File: config.mk
export PLATFORM = sky130hd
export DESIGN_NAME = lzwe_front
export DESIGN_NICKNAME = d
export VERILOG_FILES = /design/src/sv/lzwe_pkg.sv /design/src/sv/lzwe_front.sv
export SDC_FILE = /design/constraint.sdc
export NUM_CORES = 1
export LEC_CHECK = 0
export ABC_CLOCK_PERIOD_IN_PS = 1400
export BUFFER_PORTS_ARGS = -buffer_cell sky130_fd_sc_hd__buf_2
export CAP_MARGIN = 20
export CORE_ASPECT_RATIO = 0.9
export CORE_MARGIN = 5
export CORE_UTILIZATION = 45
export DETAILED_ROUTE_END_ITERATION = 8
export HOLD_SLACK_MARGIN = 0.05
export PLACE_DENSITY_LB_ADDON = 0.25
export SYNTH_ARGS = -nofsm -noshare
export SYNTH_HDL_FRONTEND = slang
export SYNTH_SLANG_ARGS = --single-unit
File: constraint.sdc
create_clock -name aclk -period 1.4 [get_ports aclk]
set_input_delay 0.14 -clock aclk [delete_from_list [all_inputs] [get_ports aclk]]
set_output_delay 0.14 -clock aclk [all_outputs]
set_load 0.02 [all_outputs]
File: src/sv/lzwe_pkg.sv
// Package for the LZW encoder: shared constants, the queue item type and
// the back-end state encoding. No dependencies.
package lzwe_pkg;

    localparam int DICT_ENTRIES_DEFAULT = 4096;
    localparam int FIRST_FREE           = 256;
    localparam int CFG_W                = 13;
    localparam logic [CFG_W-1:0] LIMIT_RESET = 13'd4096;
    localparam int QUEUE_DEPTH          = 2;

    typedef struct packed {
        logic [7:0] in_byte;
        logic       end_of_stream;
        logic       first;
    } lzwe_item_t;

    typedef enum logic [3:0] {
        ST_IDLE,
        ST_READ,
        ST_CMP,
        ST_MISS,
        ST_A_LO,
        ST_A_HI,
        ST_TAIL,
        ST_B_LO,
        ST_B_HI
    } lzwe_state_t;

endpackage

File: src/sv/lzwe_front.sv
// Front end of the LZW encoder: accepts input bytes, marks the first byte of
// each stream and holds them in a short queue. Depends on lzwe_pkg.
module lzwe_front (
    input  logic               aclk,
    input  logic               aresetn,
    input  logic               s_valid,
    output logic               s_ready,
    input  logic [7:0]         s_in_byte,
    input  logic               s_end_of_stream,
    output lzwe_pkg::lzwe_item_t q_item,
    output logic               q_valid,
    input  logic               q_pop
);
    import lzwe_pkg::*;

    localparam int PW = $clog2(QUEUE_DEPTH);
    localparam int CW = $clog2(QUEUE_DEPTH + 1);

    lzwe_item_t     queue_reg [QUEUE_DEPTH];
    logic [PW-1:0]  wr_ptr_reg, wr_ptr_next;
    logic [PW-1:0]  rd_ptr_reg, rd_ptr_next;
    logic [CW-1:0]  count_reg, count_next;
    logic           first_reg, first_next;
    logic           push;
    logic           pop;

    assign s_ready = (count_reg < CW'(QUEUE_DEPTH));
    assign push    = s_valid && s_ready;
    assign q_valid = (count_reg != '0);
    assign pop     = q_pop && q_valid;
    assign q_item  = queue_reg[rd_ptr_reg];

    always_comb begin
        wr_ptr_next = wr_ptr_reg;
        rd_ptr_next = rd_ptr_reg;
        count_next  = count_reg;
        first_next  = first_reg;
        if (push) begin
            wr_ptr_next = (wr_ptr_reg == PW'(QUEUE_DEPTH - 1)) ? '0 : wr_ptr_reg + 1'b1;
            first_next  = s_end_of_stream;
        end
        if (pop) begin
            rd_ptr_next = (rd_ptr_reg == PW'(QUEUE_DEPTH - 1)) ? '0 : rd_ptr_reg + 1'b1;
        end
        if (push && !pop) begin
            count_next = count_reg + 1'b1;
        end else if (pop && !push) begin
            count_next = count_reg - 1'b1;
        end
    end

    always_ff @(posedge aclk) begin
        if (!aresetn) begin
            wr_ptr_reg <= '0;
            rd_ptr_reg <= '0;
            count_reg  <= '0;
            first_reg  <= 1'b1;
        end else begin
            wr_ptr_reg <= wr_ptr_next;
            rd_ptr_reg <= rd_ptr_next;
            count_reg  <= count_next;
            first_reg  <= first_next;
        end
    end

    always_ff @(posedge aclk) begin
        if (push) begin
            queue_reg[wr_ptr_reg] <= '{in_byte: s_in_byte, end_of_stream: s_end_of_stream,
                                       first: first_reg};
        end
    end

    a_count_bound: assert property (@(posedge aclk) disable iff (!aresetn)
        count_reg <= CW'(QUEUE_DEPTH))
        else $error("queue count beyond depth");
    a_no_push_full: assert property (@(posedge aclk) disable iff (!aresetn)
        (count_reg == CW'(QUEUE_DEPTH)) |-> !push)
        else $error("push into full queue");
    a_first_after_eos: assert property (@(posedge aclk) disable iff (!aresetn)
        (push && s_end_of_stream) |=> first_reg)
        else $error("stream start not marked after final byte");

endmodule

==> impl_results.md <==
- Status: finished, final reports clean
- Pre-antenna DRT Iters: 4
- Largest net degree at the start of global routing: 15
- Pre-CTS setup slack: -4.51 ps
- Setup_tns: 0 ps
- Switching share of power: 0.311
- Max VDD drop: around 1100 uV
- Crit path time final: around 1400 ps
- Pwr per Cell Area: 1690 nW/um^2
- Vias per cell: 4.57
- Grt ovf: 0
- Type of destination of the critical path: output port
- Synth-to-layout area growth: 46.7%
- Final instance area: approximately 1400 um^2
- Clock Sinks: 26
- Internal cell power: 1680 uW
- Final Util: 0.680
- Clk_skew: 1.21 ps
- Post-synthesis sequential area ratio: 0.733
- Relative slew margins: 0.889
- Hold Fails Final Rpt: 0
- Comb power frac: 0.436
- DIE HEIGHT: 54.4 um
- Syn Std Cell Area: about 980 um^2
- Cells after Synth: 57
- Final setup vio count: 0
- Syn_nets: 71
- Placed cell area: 1180 um^2
- Vias in the first global route: around 600
- Crit path setup slack, layout: 0.719 ps
- Max_cap viols: 0
- CTS root buffer: clkbuf_4
- Post-route ant nets: 0
- Die width: 59.3 um
- YS warnings: 0
- CP arrival: 1260 ps
- Leak pwr: between 0.0005 and 0.0006 uW
- Reg clk slew, reported paths: between 100 and 150 ps
- Vias: roughly 590
- Commonest non-fill, non-tap cell in the layout: edfxtp_1
- Post-DP HPWL: 1080 um
- Fin. max-slew vios: 0
- First-pass GRT wire length: 2680 um
- Initial antenna violation count: 0
- Critical path required time: approximately 1300 ps
- Avg WL per Cell: 13.1 um
- # Post-CTS Setup Buffers: 0
- Kind of critical path: reg -> out
- RSZ-0062 raised after global routing: true
- Clk pwr share: 0.127
- Setup crit start kind: flop
- CP max FO: 5
- CP cell instances: buf_6 -> mux2_4 -> buf_6
- CTS tree: built
- Core area: approximately 2100 um^2
- 1st-iter DRT viols: 6
- Port bufs: 24
- Share of power burned in registers: 0.438
- IO Count: 25
- Commonest non-fill, non-tap cells in the layout: 20 x edfxtp_1, 14 x buf_2, 12 x buf_6
- Total Wirelength: roughly 1700 um
- NumNets Final: between 100 and 150
- Distinct cell type count after synthesis: 20
- Achievable frequency: 715 MHz
- CP peak stage delay: roughly 370 ps
- Hold WS: approximately 270 ps
- Fill count: roughly 160
- DRC Markers: 0
- Yosys reg bits: 26
- Die area: 3220 um^2
- Placer Congestion: 0.616
- Initial core utilization: 0.463
- Worst min path class: in -> reg
- FP Rows: 16
- Max H-tree Level: 1
- Num CTS Buffers: 3
- Clock latency on the worst-skew pair: 310 ps
- Share of cells above drive strength 1: 0.505
- Maximum buffer depth of the clock tree: 2
- Largest delay share family, worst path: flip-flops
- Diode count: 0
- Syn Area/Cell: 17.3 um^2
- Total GRT Usage: 0.117
- Largest register FFs: 20
- Buf/Inv on CP: 2
- Final worst path period share: 0.999
- Slowest-stage cell, CP: dfxtp_2
- Most used cell, CP: buf_6
- Psw: approximately 760 uW
- Actual slew at the worst max-slew pin: 166 ps
## synthesized netlist by cell type
cell	number	share of area
dfxtp_1	6	0.12
or3_1	1	0.0064
o21ai_0	1	0.0051
nor2b_1	1	0.0064
and2_1	4	0.025
xnor2_1	2	0.018
a21boi_1	1	0.0076
buf_2	1	0.0051
or2_2	1	0.0064
o21ai_2	1	0.0089
xor2_1	1	0.0089
mux2_2	10	0.11
nor2b_2	1	0.0089
nand2_1	1	0.0038
inv_1	1	0.0038
mux2i_1	1	0.010
edfxtp_1	20	0.61
o21a_1	1	0.0076
and2b_1	1	0.0076
ha_1	1	0.013
## layout make-up
cell class,instances,area (um^2),area share
inverters,1,3.75,0.00260
well taps,27,33.8,0.0234
repair buffers,41,343,0.238
flip-flops and latches,26,724,0.502
multi-input cells,29,312,0.216
clock inverters,1,3.75,0.00260
clock buffers,3,22.5,0.0156
## cells by family (layout without fill, tap and decap cells)
kind of cell | after synthesis | after routing | synth area share
adders and majority gates | 1 | 1 | 0.0127
and+or+nand+nor | 10 | 10 | 0.0649
xor gates and xnor gates | 3 | 3 | 0.0267
AOI/OAI and AO/OA | 4 | 4 | 0.0293
muxes | 11 | 11 | 0.125
buffers and inverters | 2 | 46 | 0.00890
DFF | 26 | 26 | 0.733
## power by group through the flow
stage / clock network, uW / registers [uW] / logic, uW
after global placement: 0 / 1050 / 795
after global routing: 359 / 1090 / 1140
final: 310 / 1070 / 1060
after detailed placement: 0 / 1060 / 800
after floorplan: 0 / 1040 / 544
after CTS: 315 / 1060 / 989
## per-stage QoR
step / std cells / total power, uW
2_1_floorplan: 57 / 1590
3_3_place_gp: 114 / 1850
3_5_place_dp: 114 / 1860
4_1_cts: 128 / 2360
5_1_grt: 128 / 2580
6_report: 128 / 2440
## path summary, 6_finish.rpt
kind | end | from | slack (ps) | depth (start not counted)
min reg2reg | queue_reg[0][0] | first_reg | 480 | 0
max | q_item[0] | flop | 0.7 | 3
min | flop | q_pop | 270 | 4
max reg2reg | count_reg[1] | count_reg[0] | 60 | 4
## layer usage
layer  GRT usage  wire length [um]  vias up
met1       0.138               746      274
met2       0.205               833       11
met4      0.0340                 0        0
li1            -                 -      300
met3      0.0354                91        0
met5           0                 0        -
## worst min-delay path: cells and delay by family
| family | cells | cell delay, ps |
|---|---|---|
| XOR/XNOR | 1 | 70 |
| AO/OA/AOI/OAI | 1 | 70 |
| buffers and inverters | 1 | 120 |
| AND/OR/NAND/NOR | 1 | 150 |
## what timing repair did
item | in CTS | in global routing
endpoints found under the setup margin | 11 | 11
pin swaps | 0 | 1
endpoints found under the hold margin | 19 | 0
hold buffers | 10 | 0
gates resized for setup | 28 | 9
(Power assumes the default switching activity.)
